==> src/hdl/capb_pkg.sv <==
`timescale 1ns / 1ps
// ----------------------------------------------------------------------------
// capb_pkg: shared types and constants for the coverage alpha pixel blender
// Register map, configuration bundle and the divide-by-255 helper.
// ----------------------------------------------------------------------------
package capb_pkg;

    localparam int ADDR_W = 5;
    localparam int DATA_W = 32;
    localparam int IDX_W  = 3;

    // register indexes (byte address = 4 * index)
    localparam logic [IDX_W-1:0] REG_COLOR_RED     = 3'd0;
    localparam logic [IDX_W-1:0] REG_COLOR_GREEN   = 3'd1;
    localparam logic [IDX_W-1:0] REG_COLOR_BLUE    = 3'd2;
    localparam logic [IDX_W-1:0] REG_COLOR_ALPHA   = 3'd3;
    localparam logic [IDX_W-1:0] REG_CANVAS_WIDTH  = 3'd4;
    localparam logic [IDX_W-1:0] REG_CANVAS_HEIGHT = 3'd5;

    localparam logic [7:0]  COLOR_RESET = 8'hFF;
    localparam logic [12:0] DIM_RESET   = 13'd0;
    localparam logic [7:0]  FULL_SCALE  = 8'd255;

    typedef struct packed {
        logic [7:0]  red;
        logic [7:0]  green;
        logic [7:0]  blue;
        logic [7:0]  alpha;
        logic [12:0] width;
        logic [12:0] height;
    } cfg_t;

    // x / 255, truncating; exact for x up to 255 * 255
    function automatic logic [7:0] div255(input logic [15:0] x);
        logic [16:0] t;
        t = {1'b0, x} + 17'd1 + {9'd0, x[15:8]};
        return t[15:8];
    endfunction

endpackage

==> src/hdl/coverage_alpha_pixel_blend_unit.sv <==
`timescale 1ns / 1ps
// ----------------------------------------------------------------------------
// coverage_alpha_pixel_blend_unit: glyph coverage onto RGBA8888 pixel
// Scales coverage by colour alpha, blends the colour over the canvas pixel
// and clips against the configured canvas.
// ----------------------------------------------------------------------------
//  channel   dir   signals                         carries
//  s_axis    in    s_tvalid/s_tready/s_tdata       coverage, position, pixel
//  m_axis    out   m_tvalid/m_tready/m_tdata/tuser new pixel, written flag
//  apb       in    psel/penable/pwrite/paddr/...   colour, canvas size
//
//  One pixel per clock sustained while m_tready does not stall the output.
//  Four register stages: coverage multiply, divide by 255, channel
//  multiply-add, divide by 255 and select.
//  Each stage takes a new request when it is empty or its successor moves,
//  so a stalled output holds every stage without loss.
//  Reset clears the stage valid bits and loads the register reset values.
// ----------------------------------------------------------------------------
module coverage_alpha_pixel_blend_unit
#(
    parameter int unsigned MAX_CANVAS_DIM = 4096
)
(
    input  logic                         clk,
    input  logic                         rst_n,
    input  logic                         s_tvalid,
    output logic                         s_tready,
    // [7:0] coverage, [21:8] pixel_x, [35:22] pixel_y, [43:36] dst_red,
    // [51:44] dst_green, [59:52] dst_blue, [67:60] dst_alpha, [71:68] zero
    input  logic [71:0]                  s_tdata,
    output logic                         m_tvalid,
    input  logic                         m_tready,
    // [7:0] new_red, [15:8] new_green, [23:16] new_blue, [31:24] new_alpha
    output logic [31:0]                  m_tdata,
    // [0] written
    output logic                         m_tuser,
    input  logic                         psel,
    input  logic                         penable,
    input  logic                         pwrite,
    input  logic [capb_pkg::ADDR_W-1:0]  paddr,
    input  logic [capb_pkg::DATA_W-1:0]  pwdata,
    output logic [capb_pkg::DATA_W-1:0]  prdata,
    output logic                         pready
);

    localparam int DIM_W = $clog2(MAX_CANVAS_DIM + 1);

    capb_pkg::cfg_t     cfg;
    logic [DIM_W-1:0]   width_lim;
    logic [DIM_W-1:0]   height_lim;

    logic               rdy1, rdy2, rdy3, rdy4;
    logic               in_acc;

    logic [7:0]         cov;
    logic [13:0]        px, py;
    logic               inside_next;

    // stage 1
    logic               v1_reg;
    logic [15:0]        cprod_reg;
    logic               inside1_reg;
    logic [31:0]        dst1_reg;
    // stage 2
    logic               v2_reg;
    logic [7:0]         ga_reg;
    logic               inside2_reg;
    logic [31:0]        dst2_reg;
    // stage 3
    logic               v3_reg;
    logic [15:0]        sum_r_reg, sum_g_reg, sum_b_reg;
    logic [7:0]         alpha3_reg;
    logic               wr3_reg;
    logic [31:0]        dst3_reg;
    logic [7:0]         inv_ga;
    // stage 4
    logic               v4_reg;
    logic [31:0]        pix4_reg;
    logic               wr4_reg;
    logic [31:0]        pix_next;

    capb_cfg u_cfg
    (
        .clk     (clk),
        .rst_n   (rst_n),
        .psel    (psel),
        .penable (penable),
        .pwrite  (pwrite),
        .paddr   (paddr),
        .pwdata  (pwdata),
        .prdata  (prdata),
        .pready  (pready),
        .cfg     (cfg)
    );

    // saturate canvas size to the largest supported dimension
    assign width_lim  = (32'(cfg.width) > MAX_CANVAS_DIM) ?
                        DIM_W'(MAX_CANVAS_DIM) : DIM_W'(cfg.width);
    assign height_lim = (32'(cfg.height) > MAX_CANVAS_DIM) ?
                        DIM_W'(MAX_CANVAS_DIM) : DIM_W'(cfg.height);

    assign rdy4     = !v4_reg || m_tready;
    assign rdy3     = !v3_reg || rdy4;
    assign rdy2     = !v2_reg || rdy3;
    assign rdy1     = !v1_reg || rdy2;
    assign s_tready = rdy1;
    assign in_acc   = s_tvalid && s_tready;

    assign cov = s_tdata[7:0];
    assign px  = s_tdata[21:8];
    assign py  = s_tdata[35:22];

    assign inside_next = !px[13] && (32'(px[12:0]) < 32'(width_lim)) &&
                         !py[13] && (32'(py[12:0]) < 32'(height_lim));

    // stage 1: coverage times colour alpha, clip test
    always_ff @(posedge clk or negedge rst_n)
    begin
        if (!rst_n)
            v1_reg <= 1'b0;
        else if (rdy1)
            v1_reg <= s_tvalid;
    end

    always_ff @(posedge clk)
    begin
        if (in_acc)
        begin
            cprod_reg   <= {8'd0, cov} * {8'd0, cfg.alpha};
            inside1_reg <= inside_next;
            dst1_reg    <= s_tdata[67:36];
        end
    end

    // stage 2: scaled coverage
    always_ff @(posedge clk or negedge rst_n)
    begin
        if (!rst_n)
            v2_reg <= 1'b0;
        else if (rdy2)
            v2_reg <= v1_reg;
    end

    always_ff @(posedge clk)
    begin
        if (rdy2 && v1_reg)
        begin
            ga_reg      <= capb_pkg::div255(cprod_reg);
            inside2_reg <= inside1_reg;
            dst2_reg    <= dst1_reg;
        end
    end

    // stage 3: colour * ga + dst * (255 - ga) per channel
    assign inv_ga = capb_pkg::FULL_SCALE - ga_reg;

    always_ff @(posedge clk or negedge rst_n)
    begin
        if (!rst_n)
            v3_reg <= 1'b0;
        else if (rdy3)
            v3_reg <= v2_reg;
    end

    always_ff @(posedge clk)
    begin
        if (rdy3 && v2_reg)
        begin
            sum_r_reg  <= {8'd0, cfg.red}   * {8'd0, ga_reg} +
                          {8'd0, dst2_reg[7:0]}   * {8'd0, inv_ga};
            sum_g_reg  <= {8'd0, cfg.green} * {8'd0, ga_reg} +
                          {8'd0, dst2_reg[15:8]}  * {8'd0, inv_ga};
            sum_b_reg  <= {8'd0, cfg.blue}  * {8'd0, ga_reg} +
                          {8'd0, dst2_reg[23:16]} * {8'd0, inv_ga};
            alpha3_reg <= (dst2_reg[31:24] > ga_reg) ? dst2_reg[31:24] : ga_reg;
            wr3_reg    <= inside2_reg && (ga_reg != 8'd0);
            dst3_reg   <= dst2_reg;
        end
    end

    // stage 4: normalise, pass the pixel through when clipped or transparent
    assign pix_next = wr3_reg ?
                      {alpha3_reg, capb_pkg::div255(sum_b_reg),
                       capb_pkg::div255(sum_g_reg), capb_pkg::div255(sum_r_reg)} :
                      dst3_reg;

    always_ff @(posedge clk or negedge rst_n)
    begin
        if (!rst_n)
            v4_reg <= 1'b0;
        else if (rdy4)
            v4_reg <= v3_reg;
    end

    always_ff @(posedge clk)
    begin
        if (rdy4 && v3_reg)
        begin
            pix4_reg <= pix_next;
            wr4_reg  <= wr3_reg;
        end
    end

    assign m_tvalid = v4_reg;
    assign m_tdata  = pix4_reg;
    assign m_tuser  = wr4_reg;

    // an empty output stage means the whole pipe can take a request
    a_ready_when_drained: assert property (@(posedge clk) disable iff (!rst_n)
        !m_tvalid |-> s_tready)
        else $error("input not ready while output stage is empty");

    a_accept_enters: assert property (@(posedge clk) disable iff (!rst_n)
        in_acc |=> v1_reg)
        else $error("accepted request did not enter stage 1");

    a_written_alpha: assert property (@(posedge clk) disable iff (!rst_n)
        (m_tvalid && m_tuser) |-> (m_tdata[31:24] != 8'd0))
        else $error("written pixel with zero alpha");

    a_stall_holds: assert property (@(posedge clk) disable iff (!rst_n)
        (v3_reg && v4_reg && !m_tready) |=> (v3_reg && v4_reg))
        else $error("stalled stage lost its request");

endmodule

==> src/hdl/capb_cfg.sv <==
`timescale 1ns / 1ps
// ----------------------------------------------------------------------------
// capb_cfg: configuration registers
// APB-style slave holding the drawing colour and the canvas size.
// ----------------------------------------------------------------------------
module capb_cfg
(
    input  logic                         clk,
    input  logic                         rst_n,
    input  logic                         psel,
    input  logic                         penable,
    input  logic                         pwrite,
    input  logic [capb_pkg::ADDR_W-1:0]  paddr,
    input  logic [capb_pkg::DATA_W-1:0]  pwdata,
    output logic [capb_pkg::DATA_W-1:0]  prdata,
    output logic                         pready,
    output capb_pkg::cfg_t               cfg
);

    capb_pkg::cfg_t               cfg_reg;
    logic                         wr_en;
    logic [capb_pkg::IDX_W-1:0]   idx;

    assign pready = 1'b1;
    assign wr_en  = psel && penable && pwrite && pready;
    assign idx    = paddr[capb_pkg::ADDR_W-1:2];
    assign cfg    = cfg_reg;

    always_ff @(posedge clk or negedge rst_n)
    begin
        if (!rst_n)
        begin
            cfg_reg.red    <= capb_pkg::COLOR_RESET;
            cfg_reg.green  <= capb_pkg::COLOR_RESET;
            cfg_reg.blue   <= capb_pkg::COLOR_RESET;
            cfg_reg.alpha  <= capb_pkg::COLOR_RESET;
            cfg_reg.width  <= capb_pkg::DIM_RESET;
            cfg_reg.height <= capb_pkg::DIM_RESET;
        end
        else if (wr_en)
        begin
            case (idx)
                capb_pkg::REG_COLOR_RED:     cfg_reg.red    <= pwdata[7:0];
                capb_pkg::REG_COLOR_GREEN:   cfg_reg.green  <= pwdata[7:0];
                capb_pkg::REG_COLOR_BLUE:    cfg_reg.blue   <= pwdata[7:0];
                capb_pkg::REG_COLOR_ALPHA:   cfg_reg.alpha  <= pwdata[7:0];
                capb_pkg::REG_CANVAS_WIDTH:  cfg_reg.width  <= pwdata[12:0];
                capb_pkg::REG_CANVAS_HEIGHT: cfg_reg.height <= pwdata[12:0];
                default: ; // drop writes beyond the map
            endcase
        end
    end

    always_comb
    begin
        case (idx)
            capb_pkg::REG_COLOR_RED:     prdata = {24'd0, cfg_reg.red};
            capb_pkg::REG_COLOR_GREEN:   prdata = {24'd0, cfg_reg.green};
            capb_pkg::REG_COLOR_BLUE:    prdata = {24'd0, cfg_reg.blue};
            capb_pkg::REG_COLOR_ALPHA:   prdata = {24'd0, cfg_reg.alpha};
            capb_pkg::REG_CANVAS_WIDTH:  prdata = {19'd0, cfg_reg.width};
            capb_pkg::REG_CANVAS_HEIGHT: prdata = {19'd0, cfg_reg.height};
            default:                     prdata = '0;
        endcase
    end

endmodule
==> config.mk <==
export PLATFORM = sky130hd
export DESIGN_NAME = coverage_alpha_pixel_blend_unit
export DESIGN_NICKNAME = d
export VERILOG_FILES = /design/src/hdl/capb_pkg.sv /design/src/hdl/coverage_alpha_pixel_blend_unit.sv /design/src/hdl/capb_cfg.sv
export SDC_FILE = /design/constraint.sdc
export NUM_CORES = 1
export LEC_CHECK = 0
export BUFFER_PORTS_ARGS = -buffer_cell sky130_fd_sc_hd__buf_2
export CAP_MARGIN = 20
export CELL_PAD_IN_SITES_DETAIL_PLACEMENT = 0
export CELL_PAD_IN_SITES_GLOBAL_PLACEMENT = 1
export CORE_ASPECT_RATIO = 0.8
export CORE_MARGIN = 2
export CORE_UTILIZATION = 45
export CTS_BUF_LIST = sky130_fd_sc_hd__clkbuf_4 sky130_fd_sc_hd__clkbuf_8 sky130_fd_sc_hd__clkbuf_16
export DETAILED_ROUTE_END_ITERATION = 10
export PLACE_DENSITY = 0.74
export SYNTH_ARGS = -nofsm -noshare
export SYNTH_HDL_FRONTEND = slang
export SYNTH_HIERARCHICAL = 1
export SYNTH_SLANG_ARGS = --single-unit
==> constraint.sdc <==
create_clock -name clk -period 8.1 [get_ports clk]
set_input_delay 1.215 -clock clk [delete_from_list [all_inputs] [get_ports clk]]
set_output_delay 1.215 -clock clk [all_outputs]
set_load 0.02 [all_outputs]
==> results.py, run 1 <==
metrics = {
    "run_status": {
        "status": "finished, final reports clean",
    },
    "synth": {
        "syn_avg_cell_area_um2": 10.8,
        "synth_seq_cells": 274,
        "syn_area_um2": 26800,
        "synth_edf_count": 212,
        "async_reset_ff_share_pct": 22.6,
        "yosysSeqAreaShare_pct": 29.7,
        "synthCells": 2484,
        "synthFlopType": "edfxtp_1",
        "ys_types": 71,
        "yosysTopAreaCell": "fa_1",
        "synth_area_leaders": "fa_1, edfxtp_1, ha_1",
        "yosysWarnings": 6,
        "synth.top_cell.area_share_pct": 24.2,
    },
    "finish": {
        "largest_register_ffs": 58,
        "layout_common_cells": "inv_1, fa_1, ha_1, nand2_1, edfxtp_1",
        "fillers": 5341,
        "drive_gt1_share_pct": 13.0,
        "multiInputGateArea_um2": 16700,
        "register_area_um2": 7960,
        "area_growth_pct": 9.30,
        "final_common_cell": "inv_1",
        "nNetsFinal": 3336,
    },
    "critical_path": {
        "crit_start": "ga_reg[1]",
        "cp_cell_sequence": "buf_4 -> nand2_1 -> fa_1 -> fa_1 -> fa_1 -> inv_1 -> fa_1 -> fa_1 -> inv_1 -> fa_1 -> inv_1 -> ha_1 -> and2_1 -> a22o_1 -> a311oi_1 -> o21ai_0 -> a21oi_1 -> xnor2_1",
        "arrival_ns": 6.92,
        "crit_slowest_cell": "edfxtp_1",
        "cp.required_ns": 8.41,
        "critPathMostFrequentCell": "fa_1",
        "path_max_fanout": 29,
        "endpoint_kind": "register",
        "slowest_delay_ns": 0.92,
        "rr_startpoint": "ga_reg[1]",
        "cp-start-kind": "register",
        "worst-setup-path-type": "reg -> reg",
    },
    "timing": {
        "finalSetupViolCount": 0,
        "slew_violations": 0,
        "hold_violations": 0,
        "finalCritPeriodShare_pct": 81.6,
        "tightest_slew_ns": 0.861,
        "fmaxAchievable_ghz": 0.151,
        "clock_skew_ns": 0.0196,
        "slew_headroom_pct": 42.0,
        "grt_setup_unrepaired": "no",
        "finalCriticalPeriod_ns": 6.61,
        "fin_tns_setup_ns": 0,
    },
    "die": {
        "die_y_um": 222,
        "rows": 79,
        "dieArea_um2": 61600,
        "num_io_pins": 184,
        "start_util_pct": 45.8,
        "die_width_um": 277,
        "coreArea_um2": 58500,
    },
    "hold_path": {
        "worstHoldPathType": "reg -> reg",
        "hold_start": "dst1_reg[12]",
    },
    "clock_tree": {
        "ctsResizeCount": 0,
        "clkSinkCount": 274,
        "htreeDepth": 1,
        "worstSkewPairLatency_ns": 0.58,
        "cts_tree": "done",
        "post_cts_buffers": 0,
        "holdBufCountCts": 0,
        "cts_buffer_depth": 3,
        "cts-root-buf": "clkbuf_16",
        "numCtsBuffers": 29,
        "clkTransAtPathRegs_ns": 0.06,
    },
    "global_route": {
        "antenna_found_initial": 8,
        "grt_pass1_wl_um": 101000,
        "grt_max_degree": 63,
        "grt_pass1_vias": 18700,
        "overflow": 0,
        "grt_usage_pct": 20.5,
    },
    "place": {
        "place_congestion": 0.870,
        "post-dp-hpwl_um": 46400,
        "port_buffers": 138,
    },
    "flow_run": {
        "drv_cap": 0,
    },
    "detailed_routing": {
        "drt_wl_total_um": 60400,
        "vias": 17400,
        "drtAntennaViolNets": 0,
        "drt_iter0_drc": 1071,
        "dr.pass1.iters": 5,
        "vias_per_cell": 5.09,
        "wl_per_cell_um": 17.7,
        "drc": 0,
    },
}
layer usage:
layer	routed length [um]	vias to the layer above	GRT usage (%)
li1	-	8175	-
met1	29100	8671	29.8
met2	26200	434	31.6
met3	4010	78	4.37
met4	1090	10	3.89
met5	69	-	0
worst paths after layout:
| path | to | slack (ns) | cells past startpoint |
|---|---|---|---|
| worst max-delay path | sum_g_reg[15] | 1.49 | 18 |
| worst max register to register | sum_g_reg[15] | 1.49 | 18 |
| worst min-delay path | dst2_reg[12] | 0.41 | 0 |
| min in group asynchronous | m_tvalid | 0.83 | 2 |
| worst min register to register | dst2_reg[12] | 0.41 | 0 |
| max in group asynchronous | u_cfg/cfg[6] | 6.71 | 2 |
logic make-up (layout without fill, tap and decap cells):
| family | count (synthesis) | in the layout | synth area share, % |
|---|---|---|---|
| xor+xnor | 86 | 86 | 2.81 |
| buf+inv | 556 | 688 | 8.18 |
| simple gates | 663 | 663 | 12.8 |
| compound gates | 194 | 194 | 4.77 |
| other cells | 3 | 27 | 0.0420 |
| fa+ha+maj | 606 | 606 | 37.4 |
| flops | 274 | 274 | 29.7 |
| mux | 102 | 102 | 4.33 |
worst max-delay path: cells and delay by family, from the launching register on:
kind / cells / cell delay, ns
fa+ha+maj: 7 / 3.32
flops: 1 / 0.92
simple gates: 2 / 0.31
compound gates: 4 / 1.06
xor+xnor: 1 / 0.10
buf+inv: 4 / 0.62
cell usage after synthesis (9+ instances only):
cell and count:
nor2_1 74, dfstp_2 32, a21oi_1 63, nand3_1 18, nand4_1 10, fa_1 324, and2_1 144, a211oi_1 13
nand2b_1 11, edfxtp_1 212, nor4_1 9, nor2b_1 150, inv_1 476, mux2i_1 14, buf_4 23, o21ai_0 37
dfrtp_1 30, a21o_1 18, xor2_1 15, ha_1 282, clkbuf_1 46, nand2_1 212, xnor2_1 71, mux2_2 79
nor3_1 16, o21bai_1 9
cell type report:
class / count / share of cell area (%)
tap: 769 / 3.28
clock inverter: 13 / 0.350
clock buffer: 40 / 3.04
sequential: 274 / 27.2
antenna: 4 / 0.0342
inverter: 480 / 6.15
timing repair buffer: 155 / 2.84
multi-input combinational: 1674 / 57.1
through the flow:
| stage | worst slack (ns) | std cells | hold slack [ns] | area, um^2 | util (%) |
|---|---|---|---|---|---|
| 3_3_place_gp | 1.51 | 3351 | 0.405 | 28300 | 48.3 |
| 2_1_floorplan | 2.34 | 2504 | 0.400 | 26900 | - |
| 5_1_grt | 1.18 | 3406 | 0.420 | 29300 | 50.1 |
| 3_5_place_dp | 1.49 | 3352 | 0.405 | 28300 | 48.4 |
| 4_1_cts | 1.47 | 3405 | 0.412 | 29300 | 50.1 |
| 6_report | 1.49 | 3409 | 0.412 | 29300 | 50.1 |
Power of run 1 is left out: the tool's default activity adds up to more than one toggle a clock period on the data nets, which glitch-free logic cannot reach.
==> inputs of run 2 (changes only) <==
PLACE_DENSITY = 0.77   (was 0.74)
clock period = 5.4 ns   (was 8.1 ns; I/O delays follow)
==> results.py, run 2 (synthesis gave the netlist of run 1 again) <==
metrics = {
    "die": {
        "die_width_um": 277,
        "die_y_um": 222,
        "num_io_pins": 184,
        "coreArea_um2": 58500,
        "start_util_pct": 45.8,
        "dieArea_um2": 61600,
        "rows": 79,
    },
    "finish": {
        "fin_util_pct": 55.1,
        "largest_register_ffs": 58,
        "layout_common_cells": "inv_1, fa_1, ha_1, edfxtp_1, nand2_1",
        "final_common_cell": "inv_1",
        "drive_gt1_share_pct": 24.7,
        "nNetsFinal": 3572,
        "area_growth_pct": 20.3,
    },
    "critical_path": {
        "path_max_fanout": 8,
        "critPathMostFrequentCell": "fa_1",
        "crit_slowest_cell": "fa_1",
        "endpoint_kind": "register",
        "cp-start-kind": "register",
        "critical_path_cell_count": 18,
        "cp_cell_sequence": "buf_6 -> buf_4 -> clkbuf_16 -> nand2_1 -> fa_1 -> fa_1 -> fa_1 -> inv_1 -> fa_1 -> fa_1 -> fa_1 -> ha_4 -> nor3_2 -> nor2_2 -> a311oi_4 -> o21bai_1 -> a21o_1 -> xor2_1",
        "worst-setup-path-type": "reg -> reg",
        "reg2reg_depth": 18,
        "cp.required_ns": 5.75,
        "cp_top_family": "adder cells",
        "cp_num_buf_inv": 4,
        "arrival_ns": 5.96,
        "slowest_delay_ns": 0.59,
    },
    "run_status": {
        "status": "finished with violations",
        "violations": "setup timing",
    },
    "detailed_routing": {
        "vias": 18600,
        "dr.pass1.iters": 6,
        "vias_per_cell": 5.12,
        "drtAntennaViolNets": 0,
        "drt_iter0_drc": 999,
        "drt_wl_total_um": 65600,
        "drc": 0,
        "wl_per_cell_um": 18.0,
    },
    "global_route": {
        "grt_pass1_vias": 19500,
        "overflow": 0,
        "grt_pass1_wl_um": 104000,
        "antenna_found_initial": 7,
        "grt_max_degree": 63,
        "grt_usage_pct": 21.1,
    },
    "timing": {
        "finalCritPeriodShare_pct": 104,
        "fmaxAchievable_ghz": 0.178,
        "slew_violations": 0,
        "timing.final.ws_setup_ns": -0.209,
        "hold_violations": 0,
        "clock_skew_ns": 0.0157,
        "finalSetupViolCount": 10,
        "finalCriticalPeriod_ns": 5.61,
        "tightest_slew_ns": 0.861,
        "grt_setup_unrepaired": "yes",
        "slew_headroom_pct": 42.6,
    },
    "clock_tree": {
        "htreeDepth": 1,
        "clkTransAtPathRegs_ns": 0.06,
        "cts_buffer_depth": 3,
        "cts-root-buf": "clkbuf_16",
        "clkSinkCount": 274,
        "cts_tree": "done",
        "numCtsBuffers": 31,
        "worstSkewPairLatency_ns": 0.60,
        "holdBufCountCts": 0,
    },
    "place": {
        "port_buffers": 138,
        "post-dp-hpwl_um": 51000,
        "place_congestion": 0.882,
        "pre_cts_ws_ns": -0.357,
    },
    "flow_run": {
        "drv_cap": 0,
    },
    "hold_path": {
        "worstHoldPathType": "in -> reg",
        "worstHoldPathCells": 1,
    },
}
==> run 2: worst paths after layout <==
kind                                  start            end  slack (ns)
worst min-delay path            s_tdata[59]   dst1_reg[23]        0.38
worst max-delay path              ga_reg[4]  sum_g_reg[13]       -0.21
min in group asynchronous             rst_n  u_cfg/cfg[12]        0.40
max in group asynchronous             rst_n         v3_reg        4.43
worst min register to register  dst1_reg[9]    dst2_reg[9]        0.42
worst max register to register    ga_reg[4]  sum_g_reg[13]       -0.21
==> run 2: per-stage QoR <==
step	cell area (um^2)	TNS, ns	instances	hold WS [ns]
global route	32200	-3.08	3644	0.364
detailed placement	29800	-3.54	3539	0.405
CTS	31100	-0.703	3606	0.354
global placement	29800	-2.80	3539	0.405
finish	32200	-0.910	3645	0.379
floorplan	27000	-0.0483	2504	0.400
==> run 2: layer usage <==
metal,share of wire (%),vias up,track usage [%]
met5,0.12,-,0
met4,1.8,12,4.26
met3,7.0,102,3.92
met2,45,552,32.8
met1,46,9331,30.9
li1,-,8652,-
==> run 2: final cells by class <==
| cell class | count | area [um^2] |
|---|---|---|
| sequential | 274 | 7960 |
| timing repair buffer | 389 | 2930 |
| multi-input combinational | 1674 | 17400 |
| clock buffer | 38 | 852 |
| fill | 5086 | 26300 |
| clock inverter | 20 | 289 |
| tap | 769 | 962 |
| antenna | 1 | 2.50 |
| inverter | 480 | 1810 |
==> run 2: what timing repair did <==
item,CTS,global route
pin swaps,11,81
gates resized for setup,28,157
endpoints found under the setup margin,17,21
setup buffers,10,31
gates cloned,0,8
Power of run 2 is left out for the same reason.
==> inputs of run 3 (changes only) <==
CTS_BUF_LIST = sky130_fd_sc_hd__clkbuf_2 sky130_fd_sc_hd__clkbuf_4 sky130_fd_sc_hd__clkbuf_8   (was sky130_fd_sc_hd__clkbuf_4 sky130_fd_sc_hd__clkbuf_8 sky130_fd_sc_hd__clkbuf_16)
==> results.py, run 3 (synthesis gave the netlist of run 1 again) <==
metrics = {
    "run_status": {
        "status": "finished with violations",
        "violations": "setup timing",
    },
    "critical_path": {
        "critPathMostFrequentCell": "fa_1",
        "cp-start-kind": "register",
        "cp_cell_sequence": "buf_6 -> buf_12 -> and2_1 -> fa_1 -> inv_1 -> fa_2 -> inv_1 -> fa_1 -> fa_2 -> fa_1 -> inv_1 -> fa_1 -> inv_2 -> ha_4 -> and2_4 -> a22o_1 -> a311oi_4 -> o21bai_1 -> a21o_1 -> xor2_1",
        "crit_slowest_cell": "fa_1",
        "reg2reg_to": "sum_g_reg[13]",
        "endpoint": "sum_g_reg[13]",
        "critical_path_cell_count": 20,
        "cp_top_family": "adder cells",
        "cp.required_ns": 5.77,
        "rrSetupSlack_ns": -0.15,
        "worst-setup-path-type": "reg -> reg",
        "arrival_ns": 5.92,
        "slowest_delay_ns": 0.54,
        "cp_num_buf_inv": 6,
        "crit_start": "ga_reg[4]",
        "path_max_fanout": 18,
        "endpoint_kind": "register",
        "rr_startpoint": "ga_reg[4]",
        "reg2reg_depth": 20,
    },
    "place": {
        "place_congestion": 0.882,
        "post-dp-hpwl_um": 51000,
        "port_buffers": 138,
        "dp.cells": 3539,
    },
    "clock_tree": {
        "cts_tree": "done",
        "holdBufCountCts": 0,
        "htreeDepth": 2,
        "worstSkewPairLatency_ns": 0.63,
        "numCtsBuffers": 47,
        "cts_buffer_depth": 3,
        "cts-root-buf": "clkbuf_8",
        "clkTransAtPathRegs_ns": 0.08,
        "clkSinkCount": 274,
    },
    "detailed_routing": {
        "drtAntennaViolNets": 0,
        "drc": 0,
        "dr_wl_met3_um": 4030,
        "vias_per_cell": 5.11,
        "highest_layer": "met5",
        "wl_per_cell_um": 17.7,
        "wl_met1_um": 30400,
        "route.met2.wl_um": 28900,
        "dr.pass1.iters": 6,
        "drt_wl_total_um": 64700,
        "vias": 18600,
        "drt_iter0_drc": 1182,
    },
    "finish": {
        "register_area_um2": 7960,
        "instances_no_fill": 3649,
        "area_growth_pct": 17.8,
        "nNetsFinal": 3561,
        "largest_register_ffs": 58,
        "multiInputGateArea_um2": 17200,
        "drive_gt1_share_pct": 23.1,
        "layout_common_cells": "inv_1, fa_1, ha_1, edfxtp_1, nand2_1",
        "fillers": 5185,
        "final_common_cell": "inv_1",
        "fin_util_pct": 54.0,
    },
    "die": {
        "die_width_um": 277,
        "num_io_pins": 184,
        "coreArea_um2": 58500,
        "dieArea_um2": 61600,
        "die_y_um": 222,
        "start_util_pct": 45.8,
        "rows": 79,
    },
    "timing": {
        "timing.final.ws_setup_ns": -0.150,
        "clock_skew_ns": 0.0368,
        "fmaxAchievable_ghz": 0.180,
        "finalCritPeriodShare_pct": 103,
        "finalSetupViolCount": 8,
        "slew_violations": 0,
        "grt_setup_unrepaired": "yes",
        "slew_headroom_pct": 42.7,
        "finalCriticalPeriod_ns": 5.55,
        "hold_violations": 0,
        "tightest_slew_ns": 0.859,
    },
    "flow_run": {
        "drv_cap": 0,
    },
    "global_route": {
        "overflow": 0,
        "grt_max_degree": 63,
        "grt_usage_pct": 21.3,
        "grt_pass1_wl_um": 104000,
        "grt_pass1_vias": 19700,
        "antenna_found_initial": 9,
    },
    "hold_path": {
        "worstHoldPathType": "in -> reg",
    },
}
run 3: cell count changes in the layout (fill, tap and decap cells not counted), moves of 6 or more:
| cell | change |
|---|---|
| buf_6 | -15 |
| inv_1 | +9 |
| nor2b_1 | +9 |
| clkbuf_8 | +49 |
| fa_2 | -6 |
| clkbuf_16 | -37 |
| buf_4 | -6 |
| fa_1 | +6 |
| inv_2 | -9 |
| clkinv_1 | +7 |
| nor2b_4 | -7 |
run 3: per-layer routing:
| layer | up-vias | GRT usage [%] |
|---|---|---|
| met5 | - | 0 |
| met3 | 120 | 4.17 |
| li1 | 8639 | - |
| met4 | 14 | 4.91 |
| met1 | 9360 | 30.7 |
| met2 | 510 | 33.1 |
run 3: worst min-delay path by stage:
| stage | from | endpoint | slack, ns | cells after the start |
|---|---|---|---|---|
| final | s_tdata[47] | dst1_reg[11] | 0.35 | 1 |
| after global routing | s_tdata[47] | dst1_reg[11] | 0.31 | 1 |
| after CTS | s_tdata[47] | dst1_reg[11] | 0.30 | 1 |
| after detailed placement | dst1_reg[31] | dst2_reg[31] | 0.40 | 0 |
| after global placement | dst1_reg[12] | dst2_reg[12] | 0.41 | 0 |
| after floorplan | dst1_reg[0] | dst2_reg[0] | 0.40 | 0 |
run 3: final cells by class:
class                      instances  area share (%)
tap                              769            3.05
timing repair buffer             362            8.26
sequential                       274            25.2
clock inverter                    26           0.693
inverter                         480            5.73
multi-input combinational       1674            54.6
clock buffer                      60            2.42
antenna                            4          0.0317
run 3: metrics by stage:
step           worst slack [ns]  cell area (um^2)  TNS (ns)  hold WS, ns
2_1_floorplan           -0.0483             27000   -0.0483        0.400
3_3_place_gp             -0.315             29800     -2.80        0.405
3_5_place_dp             -0.357             29800     -3.54        0.405
4_1_cts                  -0.206             31000     -1.03        0.297
5_1_grt                  -0.343             31600     -3.17        0.311
6_report                 -0.150             31600    -0.605        0.351
run 3: worst reg2reg max path: cells and delay by family, from the launching register on:
family          cells  cell delay, ns
compound gates      4            0.80
fa+ha+maj           7            3.15
xor+xnor            1            0.14
buf+inv             6            0.51
simple gates        2            0.32
flops               1            0.39
run 3: repair_timing:
action	in CTS	in global routing
gates cloned	0	1
resized for setup	33	83
setup endpoints to repair	18	23
setup buffers	8	9
pin swaps	15	24
Power of run 3 is left out for the same reason.
